### src/hw/rtl/mrw_pkg.sv
// Types, constants and a helper function shared by the modem response watcher.
package mrw_pkg;

  localparam logic [3:0] MaxPattern  = 4'd8;
  localparam logic [2:0] ErrLen      = 3'd5;
  localparam logic [7:0] NewlineChar = 8'h0A;

  typedef enum logic [1:0] {
    CmdStart = 2'd0,
    CmdByte  = 2'd1,
    CmdTick  = 2'd2
  } cmd_e;

  typedef enum logic [1:0] {
    PhIdle    = 2'd0,
    PhMatch   = 2'd1,
    PhCapture = 2'd2,
    PhDone    = 2'd3
  } phase_e;

  typedef enum logic [2:0] {
    StIdle    = 3'd0,
    StBusy    = 3'd1,
    StMatched = 3'd2,
    StError   = 3'd3,
    StTimeout = 3'd4
  } status_e;

  typedef enum logic [1:0] {
    CfgPatChars = 2'd0,
    CfgPatLen   = 2'd1,
    CfgTimeout  = 2'd2,
    CfgCapLimit = 2'd3
  } cfg_idx_e;

  typedef struct packed {
    logic [63:0] pattern_chars;
    logic [3:0]  pattern_length;
    logic [31:0] timeout_ticks;
    logic [7:0]  capture_limit;
  } cfg_t;

  typedef struct packed {
    logic [2:0] status;
    logic [7:0] capture_byte;
    logic       capture_valid;
  } res_t;

  // Characters of the fixed word "ERROR".
  function automatic logic [7:0] err_char(input logic [2:0] idx);
    logic [7:0] ch;
    case (idx)
      3'd0:    ch = 8'h45;
      3'd1:    ch = 8'h52;
      3'd2:    ch = 8'h52;
      3'd3:    ch = 8'h4F;
      3'd4:    ch = 8'h52;
      default: ch = 8'h00;
    endcase
    return ch;
  endfunction

endpackage

### src/hw/rtl/mrw_cfg.sv
// Configuration register file of the modem response watcher.
module mrw_cfg (
  input  logic               clk_i,
  input  logic               rst_ni,
  input  logic               cfg_valid_i,
  output logic               cfg_ready_o,
  input  logic [1:0]         cfg_index_i,
  input  logic [63:0]        cfg_data_i,
  output mrw_pkg::cfg_t      cfg_o
);

  mrw_pkg::cfg_t cfg_q, cfg_d;

  assign cfg_ready_o = 1'b1;

  always_comb begin
    cfg_d = cfg_q;
    if (cfg_valid_i) begin
      unique case (mrw_pkg::cfg_idx_e'(cfg_index_i))
        mrw_pkg::CfgPatChars: cfg_d.pattern_chars  = cfg_data_i;
        mrw_pkg::CfgPatLen:   cfg_d.pattern_length = cfg_data_i[3:0];
        mrw_pkg::CfgTimeout:  cfg_d.timeout_ticks  = cfg_data_i[31:0];
        mrw_pkg::CfgCapLimit: cfg_d.capture_limit  = cfg_data_i[7:0];
      endcase
    end
  end

  always_ff @(posedge clk_i or negedge rst_ni) begin
    if (!rst_ni) begin
      cfg_q.pattern_chars  <= 64'd0;
      cfg_q.pattern_length <= 4'd1;
      cfg_q.timeout_ticks  <= 32'd0;
      cfg_q.capture_limit  <= 8'd0;
    end else begin
      cfg_q <= cfg_d;
    end
  end

  assign cfg_o = cfg_q;

endmodule

### src/hw/rtl/mrw_core.sv
// Watcher state and the combinational per-item update: pattern and ERROR matchers, capture, timer.
module mrw_core (
  input  logic          clk_i,
  input  logic          rst_ni,
  input  logic          step_i,
  input  logic [1:0]    command_i,
  input  logic [7:0]    rx_byte_i,
  input  mrw_pkg::cfg_t cfg_i,
  output mrw_pkg::res_t res_o
);

  mrw_pkg::phase_e phase_q, phase_d;
  logic [3:0]  match_index_q, match_index_d;
  logic [2:0]  error_index_q, error_index_d;
  logic [31:0] ticks_left_q, ticks_left_d;
  logic [7:0]  captured_count_q, captured_count_d;
  logic [2:0]  final_status_q, final_status_d;

  logic [3:0]  eff_len;
  logic [7:0]  pat_cur;
  logic [7:0]  pat_first;
  logic [3:0]  mi;
  logic [2:0]  ei;
  logic [7:0]  cnt_inc;
  logic [31:0] ticks_dec;
  logic [7:0]  cap_byte;
  logic        cap_valid;

  assign eff_len   = (cfg_i.pattern_length > mrw_pkg::MaxPattern) ? mrw_pkg::MaxPattern
                                                                  : cfg_i.pattern_length;
  assign pat_cur   = cfg_i.pattern_chars[{match_index_q[2:0], 3'b000} +: 8];
  assign pat_first = cfg_i.pattern_chars[7:0];
  assign cnt_inc   = captured_count_q + 8'd1;
  assign ticks_dec = ticks_left_q - 32'd1;

  always_comb begin
    if (match_index_q < mrw_pkg::MaxPattern && rx_byte_i == pat_cur) begin
      mi = match_index_q + 4'd1;
    end else if (rx_byte_i == pat_first) begin
      mi = 4'd1;
    end else begin
      mi = 4'd0;
    end
    if (error_index_q < mrw_pkg::ErrLen && rx_byte_i == mrw_pkg::err_char(error_index_q)) begin
      ei = error_index_q + 3'd1;
    end else if (rx_byte_i == mrw_pkg::err_char(3'd0)) begin
      ei = 3'd1;
    end else begin
      ei = 3'd0;
    end
  end

  always_comb begin
    phase_d          = phase_q;
    match_index_d    = match_index_q;
    error_index_d    = error_index_q;
    ticks_left_d     = ticks_left_q;
    captured_count_d = captured_count_q;
    final_status_d   = final_status_q;
    cap_byte         = 8'd0;
    cap_valid        = 1'b0;
    if (step_i) begin
      unique case (command_i)
        mrw_pkg::CmdStart: begin
          match_index_d    = 4'd0;
          error_index_d    = 3'd0;
          captured_count_d = 8'd0;
          ticks_left_d     = cfg_i.timeout_ticks;
          phase_d          = mrw_pkg::PhMatch;
          final_status_d   = mrw_pkg::StBusy;
          if (eff_len == 4'd0) begin
            if (cfg_i.capture_limit == 8'd0) begin
              phase_d        = mrw_pkg::PhDone;
              final_status_d = mrw_pkg::StMatched;
            end else begin
              phase_d        = mrw_pkg::PhCapture;
            end
          end
        end
        mrw_pkg::CmdByte: begin
          if (phase_q == mrw_pkg::PhMatch) begin
            match_index_d = mi;
            error_index_d = ei;
            if (ei >= mrw_pkg::ErrLen) begin
              phase_d        = mrw_pkg::PhDone;
              final_status_d = mrw_pkg::StError;
            end else if (mi >= eff_len) begin
              if (cfg_i.capture_limit == 8'd0) begin
                phase_d        = mrw_pkg::PhDone;
                final_status_d = mrw_pkg::StMatched;
              end else begin
                phase_d        = mrw_pkg::PhCapture;
                final_status_d = mrw_pkg::StBusy;
              end
            end
          end else if (phase_q == mrw_pkg::PhCapture) begin
            cap_byte         = rx_byte_i;
            cap_valid        = 1'b1;
            captured_count_d = cnt_inc;
            if (rx_byte_i == mrw_pkg::NewlineChar || cnt_inc == 8'd0 ||
                cnt_inc >= cfg_i.capture_limit) begin
              phase_d        = mrw_pkg::PhDone;
              final_status_d = mrw_pkg::StMatched;
            end
          end
        end
        mrw_pkg::CmdTick: begin
          if ((phase_q == mrw_pkg::PhMatch || phase_q == mrw_pkg::PhCapture) &&
              ticks_left_q != 32'd0) begin
            ticks_left_d = ticks_dec;
            if (ticks_dec == 32'd0) begin
              phase_d        = mrw_pkg::PhDone;
              final_status_d = mrw_pkg::StTimeout;
            end
          end
        end
        default: ;
      endcase
    end
  end

  always_ff @(posedge clk_i or negedge rst_ni) begin
    if (!rst_ni) begin
      phase_q          <= mrw_pkg::PhIdle;
      match_index_q    <= 4'd0;
      error_index_q    <= 3'd0;
      ticks_left_q     <= 32'd0;
      captured_count_q <= 8'd0;
      final_status_q   <= mrw_pkg::StIdle;
    end else begin
      phase_q          <= phase_d;
      match_index_q    <= match_index_d;
      error_index_q    <= error_index_d;
      ticks_left_q     <= ticks_left_d;
      captured_count_q <= captured_count_d;
      final_status_q   <= final_status_d;
    end
  end

  assign res_o.status        = final_status_d;
  assign res_o.capture_byte  = cap_byte;
  assign res_o.capture_valid = cap_valid;

endmodule

### src/hw/rtl/modem_response_watcher.sv
// Top level of the modem response watcher: beat registers, config file and watcher core.
//
// The watcher takes one beat per cycle while in_stall_o is low (start, received byte or timer
// tick) and returns exactly one result beat per input beat, in order. A beat lands in an input
// register, the core updates its state and forms the result combinationally, and the result
// sits in an output register; one beat per cycle is sustained while the output is not stalled.
// The input register can still take a beat while a result waits at a stalled output;
// in_stall_o rises only when both registers are full and the output is stalled.
// Configuration writes are always ready and take effect in the next cycle; write them only
// while no beat is in flight.
module modem_response_watcher (
  input  logic        clk_i,
  input  logic        rst_ni,
  input  logic        in_valid_i,
  output logic        in_stall_o,
  input  logic [1:0]  command_i,
  input  logic [7:0]  rx_byte_i,
  output logic        out_valid_o,
  input  logic        out_stall_i,
  output logic [2:0]  status_o,
  output logic [7:0]  capture_byte_o,
  output logic        capture_valid_o,
  input  logic        cfg_valid_i,
  output logic        cfg_ready_o,
  input  logic [1:0]  cfg_index_i,
  input  logic [63:0] cfg_data_i
);

  mrw_pkg::cfg_t cfg;
  mrw_pkg::res_t res;

  logic       in_vld_q, in_vld_d;
  logic [1:0] in_cmd_q;
  logic [7:0] in_byte_q;
  logic       out_vld_q, out_vld_d;
  mrw_pkg::res_t out_q;
  logic       in_acc;
  logic       adv;

  assign adv        = in_vld_q && (!out_vld_q || !out_stall_i);
  assign in_stall_o = in_vld_q && out_vld_q && out_stall_i;
  assign in_acc     = in_valid_i && !in_stall_o;

  always_comb begin
    in_vld_d = in_vld_q;
    if (in_acc) begin
      in_vld_d = 1'b1;
    end else if (adv) begin
      in_vld_d = 1'b0;
    end
    out_vld_d = out_vld_q;
    if (adv) begin
      out_vld_d = 1'b1;
    end else if (out_vld_q && !out_stall_i) begin
      out_vld_d = 1'b0;
    end
  end

  always_ff @(posedge clk_i or negedge rst_ni) begin
    if (!rst_ni) begin
      in_vld_q  <= 1'b0;
      out_vld_q <= 1'b0;
    end else begin
      in_vld_q  <= in_vld_d;
      out_vld_q <= out_vld_d;
    end
  end

  always_ff @(posedge clk_i) begin
    if (in_acc) begin
      in_cmd_q  <= command_i;
      in_byte_q <= rx_byte_i;
    end
    if (adv) begin
      out_q <= res;
    end
  end

  mrw_cfg u_cfg (
    .clk_i       (clk_i),
    .rst_ni      (rst_ni),
    .cfg_valid_i (cfg_valid_i),
    .cfg_ready_o (cfg_ready_o),
    .cfg_index_i (cfg_index_i),
    .cfg_data_i  (cfg_data_i),
    .cfg_o       (cfg)
  );

  mrw_core u_core (
    .clk_i     (clk_i),
    .rst_ni    (rst_ni),
    .step_i    (adv),
    .command_i (in_cmd_q),
    .rx_byte_i (in_byte_q),
    .cfg_i     (cfg),
    .res_o     (res)
  );

  assign out_valid_o     = out_vld_q;
  assign status_o        = out_q.status;
  assign capture_byte_o  = out_q.capture_byte;
  assign capture_valid_o = out_q.capture_valid;

  // a held beat in the input register must survive until it advances
  assert property (@(posedge clk_i) disable iff (!rst_ni)
    in_vld_q && !adv |=> in_vld_q && $stable(in_cmd_q) && $stable(in_byte_q))
    else $error("held input beat lost or changed");

  // a beat handed to the core shows up at the output next cycle
  assert property (@(posedge clk_i) disable iff (!rst_ni)
    adv |=> out_vld_q)
    else $error("advanced beat missing at output");

  // captured bytes come only with a busy status, or a matched status on the closing capture byte
  assert property (@(posedge clk_i) disable iff (!rst_ni)
    out_vld_q && capture_valid_o |->
      status_o == mrw_pkg::StBusy || status_o == mrw_pkg::StMatched)
    else $error("capture beat with wrong status");

  // no capture means a zero byte
  assert property (@(posedge clk_i) disable iff (!rst_ni)
    out_vld_q && !capture_valid_o |-> capture_byte_o == 8'd0)
    else $error("stray capture byte");

endmodule
### config.mk
export PLATFORM = sky130hd
export DESIGN_NAME = modem_response_watcher
export DESIGN_NICKNAME = d
export VERILOG_FILES = /design/src/hw/rtl/mrw_pkg.sv /design/src/hw/rtl/mrw_cfg.sv /design/src/hw/rtl/mrw_core.sv /design/src/hw/rtl/modem_response_watcher.sv
export SDC_FILE = /design/constraint.sdc
export NUM_CORES = 1
export LEC_CHECK = 0
export BUFFER_PORTS_ARGS = -buffer_cell sky130_fd_sc_hd__buf_4
export CAP_MARGIN = 20
export CORE_ASPECT_RATIO = 0.5
export CORE_MARGIN = 8
export CORE_UTILIZATION = 54
export CTS_CLUSTER_SIZE = 10
export DETAILED_ROUTE_END_ITERATION = 12
export PLACE_DENSITY = 0.8
export SETUP_SLACK_MARGIN = 0.02
export SLEW_MARGIN = 20
export SYNTH_ARGS = -nofsm -noshare
export SYNTH_HDL_FRONTEND = slang
export SYNTH_HIERARCHICAL = 1
export SYNTH_SLANG_ARGS = --single-unit
export TNS_END_PERCENT = 5
### constraint.sdc
create_clock -name clk_i -period 4 [get_ports clk_i]
set_clock_uncertainty 0.2 [all_clocks]
set_input_delay 0.8 -clock clk_i [delete_from_list [all_inputs] [get_ports clk_i]]
set_output_delay 0.8 -clock clk_i [all_outputs]
set_load 0.01 [all_outputs]
=== Word level (Yosys, flattened, before mapping) ===
Index checks and enable logic that the tools add are counted.

* Order comparisons: 6
* Equality and inequality tests: 24
* Bitwise logic cells: 2
* Mux-type cells: 41
* Add/sub/neg operators: 4
* Shifts and indexed selects: 1
* Reductions and logical operators: 39

{| class="wikitable"
|+ Operator list
! cell !! count
|-
| 32-bit case mux with 2 select lines || 1
|-
| 64-bit by 7-bit indexed part select with 8-bit output || 1
|-
| 3-bit 2-to-1 mux || 11
|-
| 32-bit logical NOT || 1
|-
| 32-bit 2-to-1 mux || 1
|-
| 32-bit nonzero test || 1
|-
| 32-bit by 1-bit subtractor with 32-bit output (second input constant) || 1
|-
| 7-bit case mux with 3 select lines || 1
|-
| 2-bit 2-to-1 mux || 9
|-
| 8-bit equality test || 2
|-
| 8-bit logical NOT || 2
|-
| 8-bit 2-to-1 mux || 2
|-
| 8-bit case mux with 2 select lines || 1
|-
| 4-bit 2-to-1 mux || 3
|-
| 3-bit case mux with 3 select lines || 1
|-
| 8-bit by 1-bit adder with 8-bit output (second input constant) || 1
|-
| 2-bit equality test (second input constant) || 4
|-
| 8-bit by 4-bit equality test with 1-bit output (second input constant) || 1
|-
| 8-bit by 7-bit equality test with 1-bit output || 1
|-
| 8-bit by 7-bit equality test with 1-bit output (second input constant) || 1
|-
| 8-bit >= comparator || 1
|-
| 1-bit logical AND || 8
|-
| 1-bit 2-to-1 mux || 8
|-
| 2-bit by 1-bit inequality test with 1-bit output (second input constant) || 4
|-
| 31 further kinds || 50
|}

* Word-level logic and storage cells: 134
* Bits in registers: 184
* Output and inout bits: 15
* Input bits: 81

=== Logic depth before layout (Yosys ltp) ===
Gate-level depths: netlist (run 1).

* Depth in word-level cells: 11
* Gate-level depth with buffers: 19
* Depth with buffers taken out: 16

=== Modules after synthesis ===
Netlist (run 1), hierarchy kept.

{| class="wikitable"
|+ By module, submodules not included
! module !! cells each !! instances !! sequential area each (sq um) !! area an instance (sq um)
|-
| mrw_core || 600 || 1 || 1,301.2 || 4,907.2
|-
| mrw_cfg || 232 || 1 || 2,703.8 || 4,053.9
|-
| modem_response_watcher || 30 || 1 || 710.7 || 753.2
|}

=== Least setup slack after synthesis (run 1) ===
Ideal clock, no wire load.

* Kind: flip-flop to flip-flop
* From: register u_core.match_index_q[0]
* To: register u_core.phase_q[0]
* Arrival: 3.835 ns
* Buffers on the path: 3
* Setup slack: -0.160 ns
* Stages on the path, launching flop included: 18
* Required time: 3.675 ns
* Setup time: 0.125 ns
* Clock period less this slack: 4.160 ns
* Cells stage by stage: dfrtp_1 buf_2 buf_2 mux4_2 mux2i_1 xor2_1 nand3_1 or4_1 clkbuf_1 nor2_1 a31oi_1 ha_1 nand2b_1 a21oi_1 o21ai_0 nand3b_1 nand4_1 mux2_4

* Word-level cells in the longest chain between the ends: 7
* Elaborated cells between the ends (all ways): 9
* Classes of those cells: 1 x add/sub; 2 x order compare; 2 x eq/ne; 1 x shift; 1 x mux; 2 x reduce/logical

{| class="wikitable"
|+ RTL lines
! element !! line !! RTL
|-
| start, declared || mrw_core.sv:13 || <nowiki>logic [3:0] match_index_q, match_index_d;</nowiki>
|-
| start signal, assigned || mrw_core.sv:132 || <nowiki>match_index_q <= match_index_d;</nowiki>
|-
| 64-bit by 7-bit indexed part select with 8-bit output || mrw_core.sv:31 || <nowiki>assign pat_cur = cfg_i.pattern_chars[{match_index_q[2:0], 3'b000} +: 8];</nowiki>
|-
| 8-bit equality test || mrw_core.sv:37 || <nowiki>if (match_index_q < mrw_pkg::MaxPattern && rx_byte_i == pat_cur) begin</nowiki>
|-
| 1-bit logical AND || mrw_core.sv:37 ||
|-
| 4-bit 2-to-1 mux (*) || mrw_core.sv:37 ||
|-
| 4-bit >= comparator (*) || mrw_core.sv:87 || <nowiki>end else if (mi >= eff_len) begin</nowiki>
|-
| 4-bit inequality test (no source line) (*) || -- ||
|-
| 7-bit AND reduction (no source line) (*) || -- ||
|-
| end signal, assigned || mrw_core.sv:124 || <nowiki>phase_q <= mrw_pkg::PhIdle;</nowiki>
|-
| end signal, assigned || mrw_core.sv:131 || <nowiki>phase_q <= phase_d;</nowiki>
|-
| end, declared || mrw_core.sv:12 || <nowiki>mrw_pkg::phase_e phase_q, phase_d;</nowiki>
|}

Mark *: on every way between the ends. The rest lies on a longest branch, timed or not.
A chain may end at the register's enable or synchronous reset.

==> metrics.txt, run 1 <==
Routed WL per cell 20.9 um; Fillers about 1300; fin crit share 1.02; LEAKAGE approximately 4.8 nW; Worst-path clk slew 0.07 ns; root buf cell clkbuf_16; Area contributors post-synth dfrtp_1, mux2_1, edfxtp_1; setup TNS -0.287 ns; Seq/Total Area, Yosys 0.485; synth cell count leaders dfrtp_1, mux2_1, a21oi_1; layout cells sized above 1 0.260; cell family with most CP delay simple AND/OR/NAND/NOR gates; synth-to-layout area growth 17.0%; via count 7351; EDFF count, synth 22; router iterations before antenna repair 5; Residual DRC 0; Flop pwr share 0.477; Synth Cell Area around 10000 um2; flop and latch count out of synthesis approximately 180; Setup crit end kind flop; initial core utilization 0.556; type of origin of the critical path flop; P_int around 3.8 mW; Hold WS approximately 0.22 ns; largest net degree at the start of global routing 84; crit-path cells buf_12 -> buf_4 -> mux4_2 -> mux2i_1 -> xor2_1 -> nand3_1 -> or4_4 -> nor2_4 -> a31oi_2 -> ha_1 -> nand2b_4 -> a21oi_2 -> o21ai_2 -> nand2_1 -> o21a_1 -> a31oi_1 -> o21ai_1 -> o211ai_1 -> buf_4; Mapped Nets a little under 1000; first-pass GRT wire length 40500 um; Clock power frac 0.277; endpoints failing setup 5; failing checks negative setup slack; Synth top area share 0.415; 1st-iter DRT viols 773; max incr delay on CP ~0.56 ns; post-synthesis cell count 862; Final Max Slew Viols 0; WL final about 25000 um; final hold viol count 0; Async SR Flop Fraction 0.880; CP max FO 4; Synth area leader dfrtp_1; max-capacitance violation count 0; PwrDens ~500 nW/um2; Die ar. about 23000 um2; Most Frequent Cell on Critical Path buf_4; GP Congestion around 0.98; critical path data arrival time between 4 and 5 ns; clk buf depth 2; net switching power ~2 mW; GRT overflow 0; Final ANT Viol Nets 0; maximum clock frequency approximately 0.25 GHz; CTS Hold Bufs 0; Max VDD drop approximately 0.32 mV; critical path class flop to flop; initial antenna violation count 1; number of buffers created by CTS 17; Main synth FF type dfrtp_1; htree depth 4; Nets around 1100; RSZ-0062 raised after global routing true; Worst Hold Class input pin to async pin; PnR worst setup slack -0.0790 ns; Rows 34; minimum clock period ~4.1 ns; IO buf count 94; final core occ 0.650; sw frac 0.342; Comb pwr share 0.246; # diodes 0; Via density 6.11; YS warnings 6; clock sinks 184; Worst Path Buf+Inv 3; status finished with violations; total track usage 0.226; Ports 96; count leader, synth dfrtp_1; Die H 111 um; x dimension of the die a little over 200 um; CP max-delay cell or4_4; CTS tree built; post-DP HPWL roughly 18000 um; syn avg cell area roughly 11 um2; later-pin clock latency in the skew report around 0.43 ns; slew at the pin closest to its max-slew limit ~0.83 ns; Cell variety after synth 73; relative slew slack 0.444; vias in the first global route roughly 7300; DP Worst Slack -0.233 ns; core area approximately 17000 um2; Worst Path Required about 4.2 ns
==> stage by stage <==
step	cell area (um2)	instances	power [mW]
floorplan	9720	862	3.66
global placement	10700	1168	4.09
detailed placement	10700	1168	4.17
CTS	11300	1204	5.79
global route	11400	1204	6.13
finish	11400	1204	5.82
==> per-layer routing <==
metal,wire (um),share of wire,vias to the layer above,GRT usage
met5,0,0,-,0
met3,2160,0.086,31,0.0621
met4,510,0.020,0,0.0720
met2,11300,0.45,289,0.330
met1,11200,0.44,3689,0.320
li1,-,-,3342,-
==> layout by cell type (no fill, tap or decap), types with 7 or more instances in the layout <==
| cell type | count |
|---|---|
| dfrtp_1 | 160 |
| inv_1 | 28 |
| nor3_1 | 12 |
| o21ai_0 | 46 |
| nand3_1 | 29 |
| o22ai_1 | 15 |
| a31oi_1 | 8 |
| mux4_2 | 16 |
| a21oi_1 | 54 |
| edfxtp_1 | 22 |
| and2_1 | 15 |
| nor2_1 | 41 |
| xnor2_1 | 9 |
| mux2i_1 | 10 |
| a22o_1 | 7 |
| nand2b_1 | 11 |
| clkbuf_16 | 17 |
| mux2_1 | 60 |
| mux2_2 | 48 |
| ha_1 | 28 |
| nand4_1 | 8 |
| nand2_1 | 50 |
| o31ai_1 | 7 |
| nor4_1 | 16 |
| xor2_1 | 20 |
| buf_4 | 121 |
==> area by class of cell <==
| type | instances | area (um2) | share of cell area |
|---|---|---|---|
| clock buffers | 19 | 443 | 0.0390 |
| clock inverters | 13 | 115 | 0.0101 |
| inverters | 28 | 105 | 0.00925 |
| multi-input cells | 599 | 4680 | 0.412 |
| flip-flops and latches | 184 | 4720 | 0.415 |
| well taps | 234 | 293 | 0.0258 |
| repair buffers | 127 | 1010 | 0.0893 |
==> power by group through the flow <==
stage	logic (mW)	clock network, mW	registers (mW)
finish	1.43	1.61	2.78
global placement	1.32	0	2.77
detailed placement	1.38	0	2.79
CTS	1.40	1.63	2.76
global route	1.57	1.72	2.83
floorplan	1.09	0	2.57
==> cell families (layout without fill, tap and decap cells) <==
| family | count (synthesis) | after routing | share of synthesized area |
|---|---|---|---|
| AO/OA/AOI/OAI | 172 | 172 | 0.107 |
| multiplexers | 137 | 137 | 0.177 |
| flip-flops | 184 | 184 | 0.485 |
| XOR/XNOR | 29 | 29 | 0.0261 |
| adder cells (fa/ha/maj) | 28 | 28 | 0.0361 |
| other | 1 | 1 | 0.000386 |
| AND/OR/NAND/NOR | 232 | 232 | 0.130 |
| buffers and inverters | 79 | 187 | 0.0385 |
==> flip-flops by register name, indices dropped and copies added, names as in the netlist <==
name / count
in_cmd_q: 2
in_vld_q: 1
u_core/ticks_left_q: 32
status_o: 3
u_core/captured_count_q: 8
u_core/phase_q: 2
u_core/match_index_q: 4
u_cfg/cfg_o: 108
capture_valid_o: 1
u_core/final_status_q: 3
u_core/error_index_q: 3
in_byte_q: 8
out_valid_o: 1
capture_byte_o: 8
==> worst paths after layout <==
path | start | end | slack, ns | cells past startpoint
min in group clk_i | u_cfg/cfg_o[95] | u_cfg/cfg_o[95] | 0.29 | 1
setup reg to reg | u_core/match_index_q[0] | u_core/final_status_q[1] | -0.08 | 19
max in group asynchronous | rst_ni | u_cfg/cfg_o[67] | 2.49 | 2
setup / recovery | u_core/match_index_q[0] | u_core/final_status_q[1] | -0.08 | 19
hold reg to reg | u_cfg/cfg_o[95] | u_cfg/cfg_o[95] | 0.29 | 1
hold / removal | rst_ni | u_core/ticks_left_q[27] | 0.22 | 1
==> timing repair <==
action	CTS	global route
setup buffers	4	0
pin swaps	4	0
resized for setup	11	4
setup endpoints to repair	8	8
endpoints found under the hold margin	0	0
==> worst reg2reg max path, stage by stage, from the launching register on <==
cell and delay (ns):
dfrtp_1 0.38, buf_12 0.12, buf_4 0.14, mux4_2 0.50
mux2i_1 0.18, xor2_1 0.18, nand3_1 0.10, or4_4 0.56
nor2_4 0.11, a31oi_2 0.06, ha_1 0.32, nand2b_4 0.12
a21oi_2 0.06, o21ai_2 0.25, nand2_1 0.12, o21a_1 0.13
a31oi_1 0.15, o21ai_1 0.09, o211ai_1 0.12, buf_4 0.15
No activity file was read; power rests on OpenSTA's default activity.
==> run 2: changes to the inputs <==
--- a/config.mk
+++ b/config.mk
@@ -6,13 +6,13 @@
 export NUM_CORES = 1
 export LEC_CHECK = 0
 export BUFFER_PORTS_ARGS = -buffer_cell sky130_fd_sc_hd__buf_4
-export CAP_MARGIN = 20
 export CORE_ASPECT_RATIO = 0.5
 export CORE_MARGIN = 8
 export CORE_UTILIZATION = 54
 export CTS_CLUSTER_SIZE = 10
 export DETAILED_ROUTE_END_ITERATION = 12
 export PLACE_DENSITY = 0.8
+export RECOVER_POWER = 50
 export SETUP_SLACK_MARGIN = 0.02
 export SLEW_MARGIN = 20
 export SYNTH_ARGS = -nofsm -noshare
==> run 2 against run 1 <==
Net effect: the flow finishes with violations (max-capacitance violations, max-slew violations, negative setup slack); sequential share of layout area increased by 0.16 points; sequential power about the same; setup slack worse by 0.0032 ns; largest cell class unchanged; critical endpoint unchanged; first-iteration DRC count rose by 0.65%; largest power group unchanged; utilization decreased by 0.25 points.
==> metrics.txt, run 2 (synthesis results as in run 1) <==
Via density 6.13 (+0.48%); R2R Setup Slk -0.08 ns (about the same); htree depth 4 (unchanged); WL final 25200 um (about the same); slew at the pin closest to its max-slew limit 2.10 ns (+1.26 ns); Largest register FFs 108 (unchanged); Placed Instances 1168 (unchanged); CP max FO 4 (unchanged); Final ANT Viol Nets 0 (unchanged); number of buffers created by CTS 17 (unchanged); GRT overflow 0 (unchanged); fin crit share 1.02 (about the same); Worst Path Required 4.17 ns (about the same); post-layout instance area 11300 um2 (-0.39%); maximum clock frequency 0.245 GHz (about the same); IO buf count 94 (unchanged); P_int 3.82 mW (-0.15%); post-DP HPWL 18500 um (unchanged); clock sinks 184 (unchanged); Multi-input gate area 4670 um2 (-0.19%); core area 17500 um2 (unchanged); Setup crit end kind flop; first-pass GRT wire length 40500 um (unchanged); largest net degree at the start of global routing 84 (unchanged); x dimension of the die 206 um (unchanged); Worst Hold Class flop to flop; relative slew slack -0.397 (-0.841); # diodes 0 (unchanged); total track usage 0.226 (unchanged); max-capacitance violation count 1 (+1); Clock power frac 0.277 (about the same); Max VDD drop 0.316 mV (+0.38%); Nets 1066 (unchanged); initial core utilization 0.556 (unchanged); post-route insts no fill 1204 (unchanged); Hold EP out_valid_o; type of origin of the critical path flop; LEAKAGE 4.73 nW (-0.51%); critical path data arrival time 4.25 ns (about the same); Final Max Slew Viols 84 (+84); GP Congestion 0.978 (unchanged); minimum clock period 4.08 ns (+0.00323 ns); sw frac 0.342 (about the same); failing checks max-capacitance violations, max-slew violations, negative setup slack; Fillers 1318 (+0.92%); WHS Path Cells 1; critical path class flop to flop; Ports 96 (unchanged); Routed WL per cell 20.9 um (about the same); reg-to-reg startpoint u_core/match_index_q[0]; Rows 34 (unchanged); most frequent cells in the layout dfrtp_1, buf_4, mux2_1, a21oi_1, nand2_1; register area 4720 um2 (unchanged); min-delay src in_vld_q; vias in the first global route 7310 (unchanged); Residual DRC 0 (unchanged); PnR worst setup slack -0.0822 ns (-0.00323 ns); via count 7386 (+0.48%); CTS tree built; 1st-iter DRT viols 778 (+0.65%); RSZ-0062 raised after global routing true; net switching power 1.99 mW (-0.13%); PwrDens 513 nW/um2 (+0.25%); Die ar. 22800 um2 (unchanged); clk buf depth 2 (unchanged); Cell Area, Placed 10700 um2 (unchanged); Die H 111 um (unchanged); Flop pwr share 0.478 (about the same); router iterations before antenna repair 5 (unchanged); layout cells sized above 1 0.254 (-0.00619); final hold viol count 0 (unchanged); initial antenna violation count 1 (unchanged); synth-to-layout area growth 16.6%; Reg2Reg Depth 19 (unchanged); R2R Path End u_core/final_status_q[1]; CTS Hold Bufs 0 (unchanged); status finished with violations; leading cell type in the layout, fill and taps excluded dfrtp_1; Comb pwr share 0.245 (about the same); Worst-path clk slew 0.07 ns (about the same); later-pin clock latency in the skew report 0.43 ns (about the same); root buf cell clkbuf_16; endpoints failing setup 5 (unchanged)
[run 2: cell types whose count changed in the layout (fill, tap and decap cells not counted), sizes merged]
cell,before,now
buf,127,111
clkbuf,19,35
[run 2: power groups by stage]
stage	logic [mW]	clock network, mW	registers (mW)
floorplan	1.09	0	2.57
global placement	1.32	0	2.77
detailed placement	1.38	0	2.79
CTS	1.40	1.63	2.76
global route	1.56	1.72	2.83
finish	1.42	1.61	2.78
[run 2: worst max path at each step]
stage	start	endpoint	depth (start not counted)
after floorplan	u_core/match_index_q[0]	u_core/phase_q[0]	17
after global placement	u_core/match_index_q[0]	u_core/phase_q[0]	15
after detailed placement	u_core/match_index_q[0]	status_o[0]	17
after CTS	u_core/match_index_q[0]	status_o[1]	18
after global routing	u_core/match_index_q[0]	u_core/final_status_q[1]	19
final	u_core/match_index_q[0]	u_core/final_status_q[1]	19
[run 2: per-stage QoR]
stage	total power [mW]	TNS, ns	hold slack (ns)	util	setup slack [ns]
4_1_cts	5.79	0	0.242	0.649	0.0260
3_3_place_gp	4.09	-0.646	0.272	0.613	-0.151
3_5_place_dp	4.17	-1.26	0.275	0.613	-0.233
6_report	5.81	-0.288	0.288	0.648	-0.0822
2_1_floorplan	3.66	0	0.241	-	0.0574
5_1_grt	6.12	-1.74	0.303	0.648	-0.280
[run 2: timing repair]
item,CTS,global route
endpoints found under the setup margin,8,8
pin swaps,4,0
gates resized for setup,11,4
hold endpoints to repair,0,0
setup buffers,4,0
[run 2: worst max-delay path: stages (launching register included)]
cell and delay [ns]:
dfrtp_1 0.38, buf_12 0.12, buf_4 0.14, mux4_2 0.50, mux2i_1 0.18, xor2_1 0.17
nand3_1 0.10, or4_4 0.57, nor2_4 0.11, a31oi_2 0.06, ha_1 0.32, nand2b_4 0.12
a21oi_2 0.06, o21ai_2 0.25, nand2_1 0.12, o21a_1 0.13, a31oi_1 0.15, o21ai_1 0.09
o211ai_1 0.12, buf_4 0.15
[run 2: final cells by class]
class	instances	share of cell area
Inverter	28	0.00928
Timing Repair Buffer	127	0.0865
Clock inverter	13	0.0102
Sequential cell	184	0.417
Clock buffer	19	0.0391
Multi-Input combinational cell	599	0.412
Tap cell	234	0.0259
[run 2: layer usage]
metal / routed length (um) / up-vias / share of wire / global-route usage
met5: 0 / - / 0 / 0
met3: 1960 / 28 / 0.078 / 0.0621
met4: 488 / 0 / 0.019 / 0.0720
met2: 11500 / 272 / 0.46 / 0.330
met1: 11300 / 3741 / 0.45 / 0.320
li1: - / 3345 / - / -
==> run 3: changes to the inputs <==
--- a/config.mk
+++ b/config.mk
@@ -8,13 +8,13 @@
 export BUFFER_PORTS_ARGS = -buffer_cell sky130_fd_sc_hd__buf_4
 export CORE_ASPECT_RATIO = 0.5
 export CORE_MARGIN = 8
-export CORE_UTILIZATION = 54
+export CORE_UTILIZATION = 62
 export CTS_CLUSTER_SIZE = 10
 export DETAILED_ROUTE_END_ITERATION = 12
-export PLACE_DENSITY = 0.8
+export PLACE_DENSITY = 0.86
 export RECOVER_POWER = 50
 export SETUP_SLACK_MARGIN = 0.02
-export SLEW_MARGIN = 20
+export SLEW_MARGIN = 15
 export SYNTH_ARGS = -nofsm -noshare
 export SYNTH_HDL_FRONTEND = slang
 export SYNTH_HIERARCHICAL = 1
==> constraint.sdc (replaced) <==
create_clock -name clk_i -period 4.9 [get_ports clk_i]
set_clock_uncertainty 0.2 [all_clocks]
set_input_delay 0.98 -clock clk_i [delete_from_list [all_inputs] [get_ports clk_i]]
set_output_delay 0.98 -clock clk_i [all_outputs]
set_load 0.01 [all_outputs]
==> run 3 against run 2 <==
Net effect: combinational power decreased by 21%; global-route usage grew 2.3 points; largest cell class unchanged; the run ends with max-capacitance violations, max-slew violations left; critical path depth down 3; utilization up 7.1 points; flip-flop and latch count stayed put.
==> metrics.txt, run 3 (synthesis results as in run 1) <==
status finished with violations; failing checks max-capacitance violations, max-slew violations; first-pass GRT wire length 39200 um (-3.3%); clk buf depth 2 (unchanged); synth-to-layout area growth 13.8%; GRT overflow 0 (unchanged); Cell Area, Placed 10500 um2 (-2.0%); # diodes 0 (unchanged); Post-CTS Setup Bufs 0 (-4); DP Worst Slack 0.0782 ns (+0.311 ns); RSZ-0062 raised after global routing false; Final Max Slew Viols 177 (+110%); initial antenna violation count 1 (unchanged); maximum clock frequency 0.219 GHz (-11%); critical path class flop to flop; Via density 6.43 (+4.8%); Ports 96 (unchanged); endpoints failing setup 0 (-5); Routed WL per cell 21.7 um (+3.7%); WL final 25000 um (-0.91%); clock sinks 184 (unchanged); via count 7391 (+0.068%); minimum clock period 4.57 ns (+0.483 ns); PwrDens 431 nW/um2 (-16%); x dimension of the die 193 um (-6.2%); post-DP HPWL 17900 um (-3.3%); Worst-path clk slew 0.07 ns (about the same); layout cells sized above 1 0.230 (-0.0232); CTS tree built; Die H 105 um (-5.7%); htree depth 4 (unchanged); GP Congestion 0.903 (-7.7%); leading cell type in the layout, fill and taps excluded dfrtp_1; total track usage 0.249 (+0.0235); Nets 1042 (-2.3%); number of buffers created by CTS 17 (unchanged); post-layout instance area 11100 um2 (-2.4%); IO buf count 94 (unchanged); slew at the pin closest to its max-slew limit 2.52 ns (+0.424 ns); Max VDD drop 0.255 mV (-20%); Die ar. 20200 um2 (-12%); 1st-iter DRT viols 831 (+6.8%); Worst Hold Class flop to flop; setup TNS 0 ns (+0.288 ns); final hold viol count 0 (unchanged); Residual DRC 0 (unchanged); CP max FO 10 (+6); Rows 32 (-5.9%); core area 15400 um2 (-12%); vias in the first global route 7208 (-1.4%); Setup crit end kind flop; Worst Path Required 4.85 ns (+0.68 ns); Final ANT Viol Nets 0 (unchanged); Hold WS 0.286 ns (-0.00219 ns); max-capacitance violation count 3 (+2); fin crit share 0.932 (-0.0889); later-pin clock latency in the skew report 0.44 ns (about the same); LEAKAGE 4.61 nW (-2.5%); critical path data arrival time 4.52 ns (+0.27 ns); root buf cell clkbuf_16; most frequent cells in the layout dfrtp_1, buf_4, mux2_1, a21oi_1, nand2_1; Largest register FFs 108 (unchanged); initial core utilization 0.632 (+0.0762); largest net degree at the start of global routing 101 (+20%); router iterations before antenna repair 7 (+2); relative slew slack -0.680 (-0.283); type of origin of the critical path flop; PnR worst setup slack 0.335 ns (+0.417 ns)
[run 3: cell type report]
type	count	area, um2
clock buffer	17	425
clock inverter	15	158
fill	1073	4320
inverter	28	105
multi-input combinational	599	4630
sequential	184	4720
tap	204	255
timing repair buffer	103	761
[run 3: stage by stage]
step / util / instances / total power, mW
after floorplan: - / 862 / 2.98
after global placement: 0.683 / 1118 / 3.31
after detailed placement: 0.683 / 1118 / 3.38
after CTS: 0.721 / 1150 / 4.74
after global routing: 0.719 / 1150 / 4.98
final: 0.719 / 1150 / 4.76
[run 3: repair_timing]
item	CTS	global route
setup endpoints to repair	2	6
hold buffers	0	0
cloned	0	0
gates resized for setup	1	2
[run 3: where the power goes]
| part | internal (mW) | switching [mW] |
|---|---|---|
| Sequential | 1.88 | 0.398 |
| Combinational | 0.528 | 0.596 |
| Clock | 0.683 | 0.669 |
[run 3: metal layers]
layer  routed length (um)  share of wire  global-route usage
met3                 2110          0.085              0.0579
met2                11600           0.46               0.385
met5                   13        0.00052                   0
met1                10700           0.43               0.342
met4                  580          0.023              0.0852
[run 3: worst max-delay path, stage by stage (launching register included)]
cell and delay [ns]:
dfrtp_2 0.55, buf_4 0.24, mux4_2 0.52, mux2i_1 0.19
xor2_1 0.21, nand3_1 0.11, or4_1 0.57, nor2_1 0.16
a31oi_1 0.08, ha_1 0.33, nand2b_1 0.18, a21oi_1 0.22
o21ai_2 0.14, o21ai_0 0.21, a31oi_1 0.12, o21ai_0 0.11
o211ai_1 0.13
[run 3: worst paths after layout]
path	start	end	slack, ns	depth (start not counted)
setup / recovery	u_core/match_index_q[0]	status_o[0]	0.33	16
hold / removal	u_cfg/cfg_o[92]	u_cfg/cfg_o[92]	0.29	1
setup reg to reg	u_core/match_index_q[0]	status_o[0]	0.33	16
hold reg to reg	u_cfg/cfg_o[92]	u_cfg/cfg_o[92]	0.29	1
max in group asynchronous	rst_ni	u_cfg/cfg_o[92]	0.87	2
min in group asynchronous	rst_ni	u_core/ticks_left_q[20]	1.07	1
